`src/rtl/sprm_pkg.sv`:
```
`default_nettype none
// ----------------------------------------------------------------------------
// sprm_pkg
// Shared constants, types and rounding functions of the seek point
// rounding merger.
// ----------------------------------------------------------------------------
package sprm_pkg;

   localparam int VALUE_WIDTH     = 62;
   localparam int POINT_WIDTH     = VALUE_WIDTH + 1;
   localparam int ROUND_WIDTH     = 6;
   localparam int MAX_ROUND_BITS  = VALUE_WIDTH - 1;
   localparam int REQ_DATA_WIDTH  = ((2 * VALUE_WIDTH + 7) / 8) * 8;
   localparam int RSP_DATA_WIDTH  = ((2 * POINT_WIDTH + 7) / 8) * 8;
   localparam int CSR_INDEX_WIDTH = 1;
   localparam int QUEUE_DEPTH     = 2;
   localparam int QUEUE_PTR_WIDTH = $clog2(QUEUE_DEPTH);
   localparam int QUEUE_CNT_WIDTH = $clog2(QUEUE_DEPTH + 1);

   // register indexes on the configuration port
   localparam logic [CSR_INDEX_WIDTH-1:0] CSR_FIRST_ROUND  = CSR_INDEX_WIDTH'(0);
   localparam logic [CSR_INDEX_WIDTH-1:0] CSR_SECOND_ROUND = CSR_INDEX_WIDTH'(1);

   typedef struct packed {
      logic [POINT_WIDTH-1:0] first;
      logic [POINT_WIDTH-1:0] second;
      logic                   fin;
   } point_type;

   // one or two seek points produced by one input transfer
   typedef struct packed {
      point_type p0;
      point_type p1;
      logic      pair;
   } cmd_type;

   typedef struct packed {
      logic    valid;
      cmd_type cmd;
   } slot_type;

   function automatic logic [POINT_WIDTH-1:0] low_ones(input logic [ROUND_WIDTH-1:0] bits);
      logic [ROUND_WIDTH-1:0] sat;
      sat = (bits > ROUND_WIDTH'(MAX_ROUND_BITS)) ? ROUND_WIDTH'(MAX_ROUND_BITS) : bits;
      return (POINT_WIDTH'(1) << sat) - POINT_WIDTH'(1);
   endfunction

   function automatic logic [POINT_WIDTH-1:0] round_down(input logic [POINT_WIDTH-1:0] v,
                                                         input logic [ROUND_WIDTH-1:0] bits);
      return v & ~low_ones(bits);
   endfunction

   // values stay below 2^62, so the sum cannot leave the point width
   function automatic logic [POINT_WIDTH-1:0] round_up(input logic [POINT_WIDTH-1:0] v,
                                                       input logic [ROUND_WIDTH-1:0] bits);
      logic [POINT_WIDTH-1:0] ones;
      ones = low_ones(bits);
      return (v + ones) & ~ones;
   endfunction

endpackage
`default_nettype wire

```
`src/rtl/seek_point_rounding_merger.sv`:
```
`default_nettype none
// ----------------------------------------------------------------------------
// seek_point_rounding_merger
// Rounds runs of nondecreasing value pairs and merges them into seek points.
// ----------------------------------------------------------------------------
// One value pair is taken per clock cycle while the command queue is not full.
// A pair that emits at most one seek point keeps that rate; the last pair of
// a longer run emits the held point and the final point, which pass one after
// the other through the single result register. Rounding, comparison against
// the held point and the decision are done in the cycle a pair is taken; the
// point reaches rsp_ via the command queue and the result register when the
// result side is free. A two-entry command queue lets the input side go on
// while results wait. Configuration writes take effect on the next cycle.
// ----------------------------------------------------------------------------
module seek_point_rounding_merger (
   input  wire logic                                 clock,
   input  wire logic                                 reset,
   input  wire logic                                 req_tvalid,
   output logic                                      req_tready,
   // first_value, second_value, zero fill
   input  wire logic [sprm_pkg::REQ_DATA_WIDTH-1:0]  req_tdata,
   // end_of_run
   input  wire logic                                 req_tlast,
   output logic                                      rsp_tvalid,
   input  wire logic                                 rsp_tready,
   // rounded_first, rounded_second, zero fill
   output logic [sprm_pkg::RSP_DATA_WIDTH-1:0]       rsp_tdata,
   // final_point
   output logic                                      rsp_tlast,
   input  wire logic                                 csr_write_enable,
   input  wire logic [sprm_pkg::CSR_INDEX_WIDTH-1:0] csr_index,
   input  wire logic [sprm_pkg::ROUND_WIDTH-1:0]     csr_write_data
);
   import sprm_pkg::*;

   slot_type push;
   slot_type head;
   logic     queue_full;
   logic     pop;

   sprm_front u_front (
      .clock            (clock),
      .reset            (reset),
      .req_tvalid       (req_tvalid),
      .req_tready       (req_tready),
      .req_tdata        (req_tdata),
      .req_tlast        (req_tlast),
      .csr_write_enable (csr_write_enable),
      .csr_index        (csr_index),
      .csr_write_data   (csr_write_data),
      .queue_full       (queue_full),
      .push             (push)
   );

   sprm_queue u_queue (
      .clock (clock),
      .reset (reset),
      .push  (push),
      .pop   (pop),
      .full  (queue_full),
      .head  (head)
   );

   sprm_back u_back (
      .clock      (clock),
      .reset      (reset),
      .head       (head),
      .pop        (pop),
      .rsp_tvalid (rsp_tvalid),
      .rsp_tready (rsp_tready),
      .rsp_tdata  (rsp_tdata),
      .rsp_tlast  (rsp_tlast)
   );

endmodule
`default_nettype wire

```
`src/rtl/sprm_front.sv`:
```
`default_nettype none
// ----------------------------------------------------------------------------
// sprm_front
// Accepts value pairs, rounds them, tracks the held seek point and turns
// each transfer into a command of zero, one or two seek points.
// ----------------------------------------------------------------------------
module sprm_front (
   input  wire logic                                 clock,
   input  wire logic                                 reset,
   input  wire logic                                 req_tvalid,
   output logic                                      req_tready,
   // first_value, second_value, zero fill
   input  wire logic [sprm_pkg::REQ_DATA_WIDTH-1:0]  req_tdata,
   // end_of_run
   input  wire logic                                 req_tlast,
   input  wire logic                                 csr_write_enable,
   input  wire logic [sprm_pkg::CSR_INDEX_WIDTH-1:0] csr_index,
   input  wire logic [sprm_pkg::ROUND_WIDTH-1:0]     csr_write_data,
   input  wire logic                                 queue_full,
   output sprm_pkg::slot_type                        push
);
   import sprm_pkg::*;

   logic [ROUND_WIDTH-1:0] first_bits_ff, first_bits_in;
   logic [ROUND_WIDTH-1:0] second_bits_ff, second_bits_in;
   logic                   run_start_ff, run_start_in;
   logic [POINT_WIDTH-1:0] held_first_ff, held_first_in;
   logic [POINT_WIDTH-1:0] held_second_ff, held_second_in;

   logic                   accept;
   logic [POINT_WIDTH-1:0] f_value, s_value;
   logic [POINT_WIDTH-1:0] f_down, s_down, f_up, s_up;

   assign req_tready = !queue_full;
   assign accept     = req_tvalid && req_tready;
   assign f_value    = {1'b0, req_tdata[VALUE_WIDTH-1:0]};
   assign s_value    = {1'b0, req_tdata[2*VALUE_WIDTH-1:VALUE_WIDTH]};
   assign f_down     = round_down(f_value, first_bits_ff);
   assign s_down     = round_down(s_value, second_bits_ff);
   assign f_up       = round_up(f_value, first_bits_ff);
   assign s_up       = round_up(s_value, second_bits_ff);

   always_comb begin
      first_bits_in  = first_bits_ff;
      second_bits_in = second_bits_ff;
      if (csr_write_enable) begin
         case (csr_index)
            CSR_FIRST_ROUND:  first_bits_in  = csr_write_data;
            CSR_SECOND_ROUND: second_bits_in = csr_write_data;
            default:          first_bits_in  = first_bits_ff;
         endcase
      end
   end

   always_comb begin
      run_start_in   = run_start_ff;
      held_first_in  = held_first_ff;
      held_second_in = held_second_ff;
      push.valid     = 1'b0;
      push.cmd.pair  = 1'b0;
      push.cmd.p0    = '{first: held_first_ff, second: held_second_ff, fin: 1'b0};
      push.cmd.p1    = '{first: f_up, second: s_up, fin: 1'b1};
      if (accept) begin
         if (run_start_ff) begin
            if (req_tlast) begin
               // single-pair run: only its rounded-down point
               push.valid  = 1'b1;
               push.cmd.p0 = '{first: f_down, second: s_down, fin: 1'b1};
            end else begin
               held_first_in  = f_down;
               held_second_in = s_down;
               run_start_in   = 1'b0;
            end
         end else if (req_tlast) begin
            push.valid    = 1'b1;
            push.cmd.pair = 1'b1;
            run_start_in  = 1'b1;
         end else if (f_down > held_first_ff) begin
            held_first_in = f_down;
            if (s_up > held_second_ff) begin
               push.valid     = 1'b1;
               held_second_in = s_up;
            end
         end
      end
   end

   always_ff @(posedge clock) begin
      if (reset) begin
         first_bits_ff  <= '0;
         second_bits_ff <= '0;
         run_start_ff   <= 1'b1;
         held_first_ff  <= '0;
         held_second_ff <= '0;
      end else begin
         first_bits_ff  <= first_bits_in;
         second_bits_ff <= second_bits_in;
         run_start_ff   <= run_start_in;
         held_first_ff  <= held_first_in;
         held_second_ff <= held_second_in;
      end
   end

   // a closing pair always re-arms the run
   assert property (@(posedge clock) disable iff (reset)
      accept && req_tlast |=> run_start_ff)
      else $error("run not restarted after last pair");

endmodule
`default_nettype wire

```
`src/rtl/sprm_queue.sv`:
```
`default_nettype none
// ----------------------------------------------------------------------------
// sprm_queue
// Short command queue between the classifying front and the output back.
// ----------------------------------------------------------------------------
module sprm_queue (
   input  wire logic               clock,
   input  wire logic               reset,
   input  wire sprm_pkg::slot_type push,
   input  wire logic               pop,
   output logic                    full,
   output sprm_pkg::slot_type      head
);
   import sprm_pkg::*;

   cmd_type                    slots_ff [QUEUE_DEPTH];
   logic [QUEUE_PTR_WIDTH-1:0] wr_ptr_ff, wr_ptr_in;
   logic [QUEUE_PTR_WIDTH-1:0] rd_ptr_ff, rd_ptr_in;
   logic [QUEUE_CNT_WIDTH-1:0] count_ff, count_in;
   logic                       do_push, do_pop;

   assign full       = (count_ff == QUEUE_CNT_WIDTH'(QUEUE_DEPTH));
   assign head       = '{valid: (count_ff != '0), cmd: slots_ff[rd_ptr_ff]};
   assign do_push    = push.valid && !full;
   assign do_pop     = pop && head.valid;

   always_comb begin
      wr_ptr_in = wr_ptr_ff;
      rd_ptr_in = rd_ptr_ff;
      count_in  = count_ff;
      if (do_push) begin
         wr_ptr_in = (wr_ptr_ff == QUEUE_PTR_WIDTH'(QUEUE_DEPTH - 1)) ?
                     '0 : wr_ptr_ff + 1'b1;
      end
      if (do_pop) begin
         rd_ptr_in = (rd_ptr_ff == QUEUE_PTR_WIDTH'(QUEUE_DEPTH - 1)) ?
                     '0 : rd_ptr_ff + 1'b1;
      end
      if (do_push && !do_pop) begin
         count_in = count_ff + 1'b1;
      end else if (do_pop && !do_push) begin
         count_in = count_ff - 1'b1;
      end
   end

   always_ff @(posedge clock) begin
      if (reset) begin
         wr_ptr_ff <= '0;
         rd_ptr_ff <= '0;
         count_ff  <= '0;
      end else begin
         wr_ptr_ff <= wr_ptr_in;
         rd_ptr_ff <= rd_ptr_in;
         count_ff  <= count_in;
      end
   end

   always_ff @(posedge clock) begin
      if (do_push) begin
         slots_ff[wr_ptr_ff] <= push.cmd;
      end
   end

   assert property (@(posedge clock) disable iff (reset)
      count_ff <= QUEUE_CNT_WIDTH'(QUEUE_DEPTH))
      else $error("queue count beyond depth");

   assert property (@(posedge clock) disable iff (reset)
      push.valid |-> !full)
      else $error("command pushed into a full queue");

   assert property (@(posedge clock) disable iff (reset)
      pop |-> head.valid)
      else $error("pop from an empty queue");

endmodule
`default_nettype wire

```
`src/rtl/sprm_back.sv`:
```
`default_nettype none
// ----------------------------------------------------------------------------
// sprm_back
// Unpacks queued commands into seek points, one per cycle while the receiver
// is ready, through the result register.
// ----------------------------------------------------------------------------
module sprm_back (
   input  wire logic                                clock,
   input  wire logic                                reset,
   input  wire sprm_pkg::slot_type                  head,
   output logic                                     pop,
   output logic                                     rsp_tvalid,
   input  wire logic                                rsp_tready,
   // rounded_first, rounded_second, zero fill
   output logic [sprm_pkg::RSP_DATA_WIDTH-1:0]      rsp_tdata,
   // final_point
   output logic                                     rsp_tlast
);
   import sprm_pkg::*;

   logic      rsp_valid_ff, rsp_valid_in;
   point_type point_ff, point_in;
   logic      half_ff, half_in;
   logic      load;

   assign load = !rsp_valid_ff || rsp_tready;

   always_comb begin
      rsp_valid_in = rsp_valid_ff;
      point_in     = point_ff;
      half_in      = half_ff;
      pop          = 1'b0;
      if (load) begin
         rsp_valid_in = head.valid;
         if (head.valid) begin
            point_in = half_ff ? head.cmd.p1 : head.cmd.p0;
            pop      = half_ff || !head.cmd.pair;
            half_in  = !pop;
         end
      end
   end

   always_ff @(posedge clock) begin
      if (reset) begin
         rsp_valid_ff <= 1'b0;
         half_ff      <= 1'b0;
      end else begin
         rsp_valid_ff <= rsp_valid_in;
         half_ff      <= half_in;
      end
   end

   always_ff @(posedge clock) begin
      point_ff <= point_in;
   end

   assign rsp_tvalid = rsp_valid_ff;
   assign rsp_tdata  = RSP_DATA_WIDTH'({point_ff.second, point_ff.first});
   assign rsp_tlast  = point_ff.fin;

   // the second half is only ever pending on a two-point command
   assert property (@(posedge clock) disable iff (reset)
      half_ff |-> head.valid && head.cmd.pair)
      else $error("second point pending without a paired command");

endmodule
`default_nettype wire

```
`config.mk`:
```
export PLATFORM = sky130hd
export DESIGN_NAME = seek_point_rounding_merger
export DESIGN_NICKNAME = d
export VERILOG_FILES = /design/src/rtl/sprm_pkg.sv /design/src/rtl/seek_point_rounding_merger.sv /design/src/rtl/sprm_front.sv /design/src/rtl/sprm_queue.sv /design/src/rtl/sprm_back.sv
export SDC_FILE = /design/constraint.sdc
export NUM_CORES = 1
export LEC_CHECK = 0
export ABC_AREA = 1
export ABC_CLOCK_PERIOD_IN_PS = 21700
export BUFFER_PORTS_ARGS = -buffer_cell sky130_fd_sc_hd__buf_2
export CAP_MARGIN = 10
export CELL_PAD_IN_SITES_DETAIL_PLACEMENT = 0
export CELL_PAD_IN_SITES_GLOBAL_PLACEMENT = 2
export CORE_UTILIZATION = 37
export DETAILED_ROUTE_END_ITERATION = 8
export HOLD_SLACK_MARGIN = 0.1
export PLACE_DENSITY = 0.77
export SLEW_MARGIN = 20
export SYNTH_ARGS = -nofsm -noshare
export SYNTH_HDL_FRONTEND = slang
export SYNTH_SLANG_ARGS = --single-unit
```
`constraint.sdc`:
```
create_clock -name clock -period 21.7 [get_ports clock]
set_input_delay 2.17 -clock clock [delete_from_list [all_inputs] [get_ports clock]]
set_output_delay 2.17 -clock clock [all_outputs]
set_load 0.05 [all_outputs]
```
---- Word-level counts from Yosys, hierarchy flattened ----
Memory sizes are Yosys's and may differ from the RTL's. A register that Yosys moved wholly into a read port is not among the register bits.
Index checks and enable logic that the tools add are counted.
word-level totals
  word-level logic and storage cells ...... 91
  bits in writable memories ............... 508
  bits in registers ....................... 272
  memories ................................ 1
  bits of input ports ..................... 141
memory list
  memory            depth  bits a word  read ports  clocked after memory_dff  write ports  RTL line          text
  u_queue.slots_ff  2      254          1           1                         1            sprm_queue.sv:16  cmd_type slots_ff [QUEUE_DEPTH];
operators by class
  bitwise operators ....................... 8
  equality and inequality tests ........... 1
  reduce and logical (&&, ||, !) cells .... 22
  order comparisons ....................... 4
  multiplexer cells ....................... 32
  add/subtract/negate cells ............... 8
  shift-type cells ........................ 2
operator list
  cell                     count
  $mux W63                 9
  $mux W128                2
  $mux W127                2
  $add A62 B63 Y63         2
  $and A62 B63 Y63         2
  $and A63 B63 Y63         2
  $gt A63 B63 Y1           2
  $not A63 Y63             2
  $shl A1 B6 Y63 const A   2
  $sub A63 B2 Y63 const B  2
  $mux W1                  15
  $gt A6 B6 Y1 const B     2
  $mux W6                  2
  $reduce_bool A2 Y1       4
  $logic_not A1 Y1         6
  $reduce_and A2 Y1        3
  $logic_and A1 B1 Y1      5
  $mux W2                  2
  $reduce_and A4 Y1        1
  $reduce_and A3 Y1        1
  $add A1 B1 Y1 const B    2
  $add A2 B1 Y2 const B    1
  $eq A2 B2 Y1 const B     1
  $logic_or A1 B1 Y1       2
  other kinds (2)          3

---- Logic depth before layout (Yosys ltp) ----
  depth in word-level cells ............... 17
  gate-level depth with buffers ........... 48

---- By module ----
A second synthesis with hierarchy kept.
second synthesis, totals
  cell total of the unflattened synthesis .. 6041
  area total of the unflattened synthesis .. 50415.9 µm²
by module, submodules not included
  module      cells an instance  area each (µm²)  instances
  sprm_front  4657               25952.4          1
  sprm_queue  830                18796.8          1
  sprm_back   554                5666.7           1

---- Least setup slack after synthesis ----
OpenSTA, ideal clock, no wires.
  path type ............................... input port to flip-flop
  from .................................... input req_tdata[62] (netlist name)
  to ...................................... memory u_queue.slots_ff[1][0] (netlist name) (enable)
  stages .................................. 29
  library setup time ...................... 953 ps
  setup slack ............................. 3796 ps
  arrival time ............................ 16951 ps
  buffers on the path ..................... 0
  data required time ...................... 20747 ps
  cell sequence ........................... nand2_1 fa_1 nor2_1 nand2_1 nand2_1 nand2_1 nand2_1 nand2_1 nand2_1 nand2_1 nand2_1 nand3_1 nand2_1 nand2_1 nand2_1 nor2_1 ha_1 nand2_1 nor2_1 nand2_1 inv_1 nand3_1 nor3_1 nand2_1 nand2_1 nand2_1 nor2_1 nand3_1 a21oi_1
RTL lines
  item         RTL line                          text
  from (decl)  seek_point_rounding_merger.sv:21  input wire logic [sprm_pkg::REQ_DATA_WIDTH-1:0] req_tdata,
  to (decl)    sprm_queue.sv:16

==> out/metrics.csv <==
stage;metric;value;unit
power;Lkg Pwr;24.8;nW
worst_setup_path;Crit Path Category;reg2reg;
synth;most common cell in the netlist;nand2_1;
global_route;M2 GR Usage;49.0;%
power;Net Sw Power;0.00316;W
clock_network;cts bufs inserted;86;
die;row count;133;
placed_design;placer congestion estimate;0.972;
detailed_routing;1st-iter DRT viols;2758;
global_route;GR peak layer;met2;
clock_network;post-CTS setup buffers;0;
synth;Async S/R FF share, synth;0;%
die;Die Wd;367;um
outcome;status;finished, final reports clean;
worst_setup_path;CP delay by family, top;simple AND/OR/NAND/NOR gates;
power;Combinational Power Share;46.5;%
worst_setup_path;crit path DAT;11.80;ns
timing;RSZ-0062 raised after global routing;no;
global_route;met1 Use GR;33.4;%
detailed_routing;final WL;186000;um
synth;Netlist Area Pre-Place;49300;um2
synth;Post-synth EDFFs;633;
synth;Mean Syn Cell Area;7.87;um2
worst_setup_path;Worst EP required;22.01;ns
clock_network;H-Tree Depth;3;
timing;period utilization;52.9;%
timing;clock skew;0.0264;ns
placed_design;Post-Place Cell Area;52400;um2
synth;post-synth top area share;38.6;%
worst_setup_path;Max FO, Critical Path;62;
worst_setup_path;most used cell along the critical path;nand2_1;
global_route;largest net degree at the start of global routing;158;
die;die area;135000;um2
timing;relative slew slack;22.2;%
global_route;first-pass GRT wire length;271000;um
detailed_routing;TritonRoute pass-1 iters;6;
placed_design;port buffer count;265;
final_layout;area grow syn2layout;12.4;%
detailed_routing;routed vias/inst;5.09;
detailed_routing;Post-route DRC;0;
detailed_routing;WL/cell;22.5;um
detailed_routing;Routed Antenna Nets;0;
timing;final setup fails;0;
final_layout;Final Cell Area;55400;um2
timing;Final Critical Period;11.49;ns
timing;setup TNS;0;ns
worst_setup_path;buffers plus inverters on the worst setup path;10;
placed_design;DP HPWL;149000;um
synth;Syn Inst Count;6262;
die;area of the core;132000;um2
power;Seq pwr share;31.7;%
timing;max-slew violations;0;
global_route;vias in the first global route;41500;
final_layout;layout cells sized above 1;8.73;%
clock_network;clock sink total;778;
synth;area leader, netlist;edfxtp_1;
timing;hold violation count in the final report;0;
global_route;gr usage total;27.2;%
flow_run;Max Cap Violations;0;
timing;Fmax;87.0;MHz
power;power share of the clock group;21.8;%
clock_network;worst-skew pair later-pin latency;0.71;ns
clock_network;CTS clk-pin slew, worst paths;0.07;ns
power;Max rail drop VDD;0.173;mV
power;sw frac;45.5;%
worst_setup_path;reg2reg setup slack;10.21;ns
detailed_routing;via count;42200;
timing;worst-margin pin slew;1.16;ns
die;I/O pin cnt;272;
worst_setup_path;Critical Path Sink Type;register;
global_route;initial antenna violation count;5;
synth;post-synthesis sequential area ratio;44.5;%
synth;synth warn;0;
synth;commonest cells in the netlist;1442 x nand2_1, 922 x nor2_1, 783 x inv_1;
worst_setup_path;Startpoint Class;register;
worst_setup_path;max incr delay on CP;0.95;ns
final_layout;fin nets;6983;
die;die height;367;um
power;pwr dens;126;nW/um2
synth;Seq cells post-synth;778;
synth;distinct cell type count after synthesis;57;
clock_network;TritonCTS clock tree;yes;
synth;ranking of synthesized cells by area;edfxtp_1 39%, nand2_1 11%, ha_1 9.5%;
synth;Synth Flop Type;edfxtp_1;
worst_setup_path;Crit-path slowest cell;nor3_1;
clock_network;maximum clock insertion buffer count;3;
global_route;global route total overflow;0;
global_route;GR Util met3;2.26;%
clock_network;CTS Hold Bufs;0;
power;Internal;0.00380;W
clock_network;Clock Tree Root;clkbuf_16;
die;Starting Density;37.4;%
worst_hold_path;class of the worst hold path;reg2reg;
clock_network;post-cts resize count;0;
==> logic make-up (layout without fill, tap and decap cells) <==
| logic type | Yosys count | after routing | share of synthesized area [%] |
|---|---|---|---|
| simple gates | 2868 | 2868 | 24.1 |
| buf+inv | 1001 | 1274 | 7.73 |
| compound gates | 1148 | 1148 | 12.4 |
| xor+xnor | 88 | 88 | 1.67 |
| mux | 1 | 1 | 0.0203 |
| fa+ha+maj | 376 | 376 | 9.58 |
| flops | 778 | 778 | 44.5 |
| other cells | 2 | 10 | 0.0152 |
==> worst paths after layout <==
check,start,end,cells past startpoint
worst min register to register,u_queue.rd_ptr_ff$_SDFFE_PP0P_,register,1
worst max-delay path,u_front.second_bits_ff[4]$_SDFFE_PP0P_,u_queue.slots_ff[1][90]$_DFFE_PP_,40
worst max register to register,u_front.second_bits_ff[4]$_SDFFE_PP0P_,u_queue.slots_ff[1][90]$_DFFE_PP_,40
worst min-delay path,u_queue.rd_ptr_ff$_SDFFE_PP0P_,register,1
==> routing by layer <==
| metal | wire length, um | share of wire (%) |
|---|---|---|
| met1 | 79900 | 43 |
| met2 | 93700 | 50 |
| met3 | 5210 | 2.8 |
| met4 | 7470 | 4.0 |
| met5 | 0 | 0 |
==> per-stage QoR <==
stage	setup WS, ns	cells	hold slack (ns)	total power [W]	utilization, %
6_report	10.21	8298	0.460	0.00696	42.0
4_1_cts	10.17	8294	0.453	0.00704	42.0
3_3_place_gp	10.31	8133	0.428	0.00547	39.8
5_1_grt	9.54	8294	0.479	0.00739	42.0
3_5_place_dp	10.27	8133	0.446	0.00549	39.8
2_1_floorplan	3.80	6266	0.426	0.00444	-
==> flip-flops by register name (all words and copies together), names as in the netlist, 2 cells and up, named ones only <==
| name | count |
|---|---|
| u_front.first_bits_ff | 6 |
| u_front.held_second_ff | 63 |
| u_front.second_bits_ff | 6 |
| u_queue.count_ff | 2 |
| u_back.rsp_tdata | 126 |
| u_queue.slots_ff | 506 |
| u_front.held_first_ff | 62 |
==> layout make-up <==
type	count	area [um2]
Antenna cell	4	10.0
Sequential cell	778	21900
Inverter	808	3050
Timing Repair Buffer	305	1640
Fill cell	13800	76400
Clock inverter	47	592
Clock buffer	114	2350
Multi-Input combinational cell	4487	23600
Tap cell	1755	2200
==> power groups by stage <==
| stage | clock network (W) | registers [W] | logic [W] |
|---|---|---|---|
| 5_1_grt | 0.00161 | 0.00223 | 0.00354 |
| 3_3_place_gp | 0 | 0.00223 | 0.00324 |
| 6_report | 0.00152 | 0.00221 | 0.00323 |
| 3_5_place_dp | 0 | 0.00224 | 0.00325 |
| 2_1_floorplan | 0 | 0.00275 | 0.00170 |
| 4_1_cts | 0.00156 | 0.00221 | 0.00327 |
==> cells in the final DEF, fill, tap and decap left out, types with 7 or more instances in the layout <==
cell,synthesis,layout
a31oi_1,16,16
inv_2,21,22
clkbuf_16,0,86
nand4_1,69,69
nand2_1,1442,1441
buf_4,6,39
o22ai_1,126,126
clkinv_2,0,16
inv_1,783,780
nand3_1,231,230
clkbuf_8,0,9
o21ai_0,579,579
nor3_1,55,55
clkinv_1,3,8
xnor2_1,55,55
dfxtp_1,145,142
nor4_1,9,9
nor2_1,922,919
nor2_4,10,13
buf_2,17,265
o21ai_1,7,7
o21a_1,13,13
o21bai_1,20,20
bufinv_16,0,9
xor2_1,26,26
nand2_2,15,15
edfxtp_1,633,633
clkbuf_1,165,19
ha_1,374,374
a21o_1,22,22
a21oi_1,347,345
nand3_2,7,7
nor2_2,34,34
nand3b_1,40,40
Power figures use the tool's default switching activity.
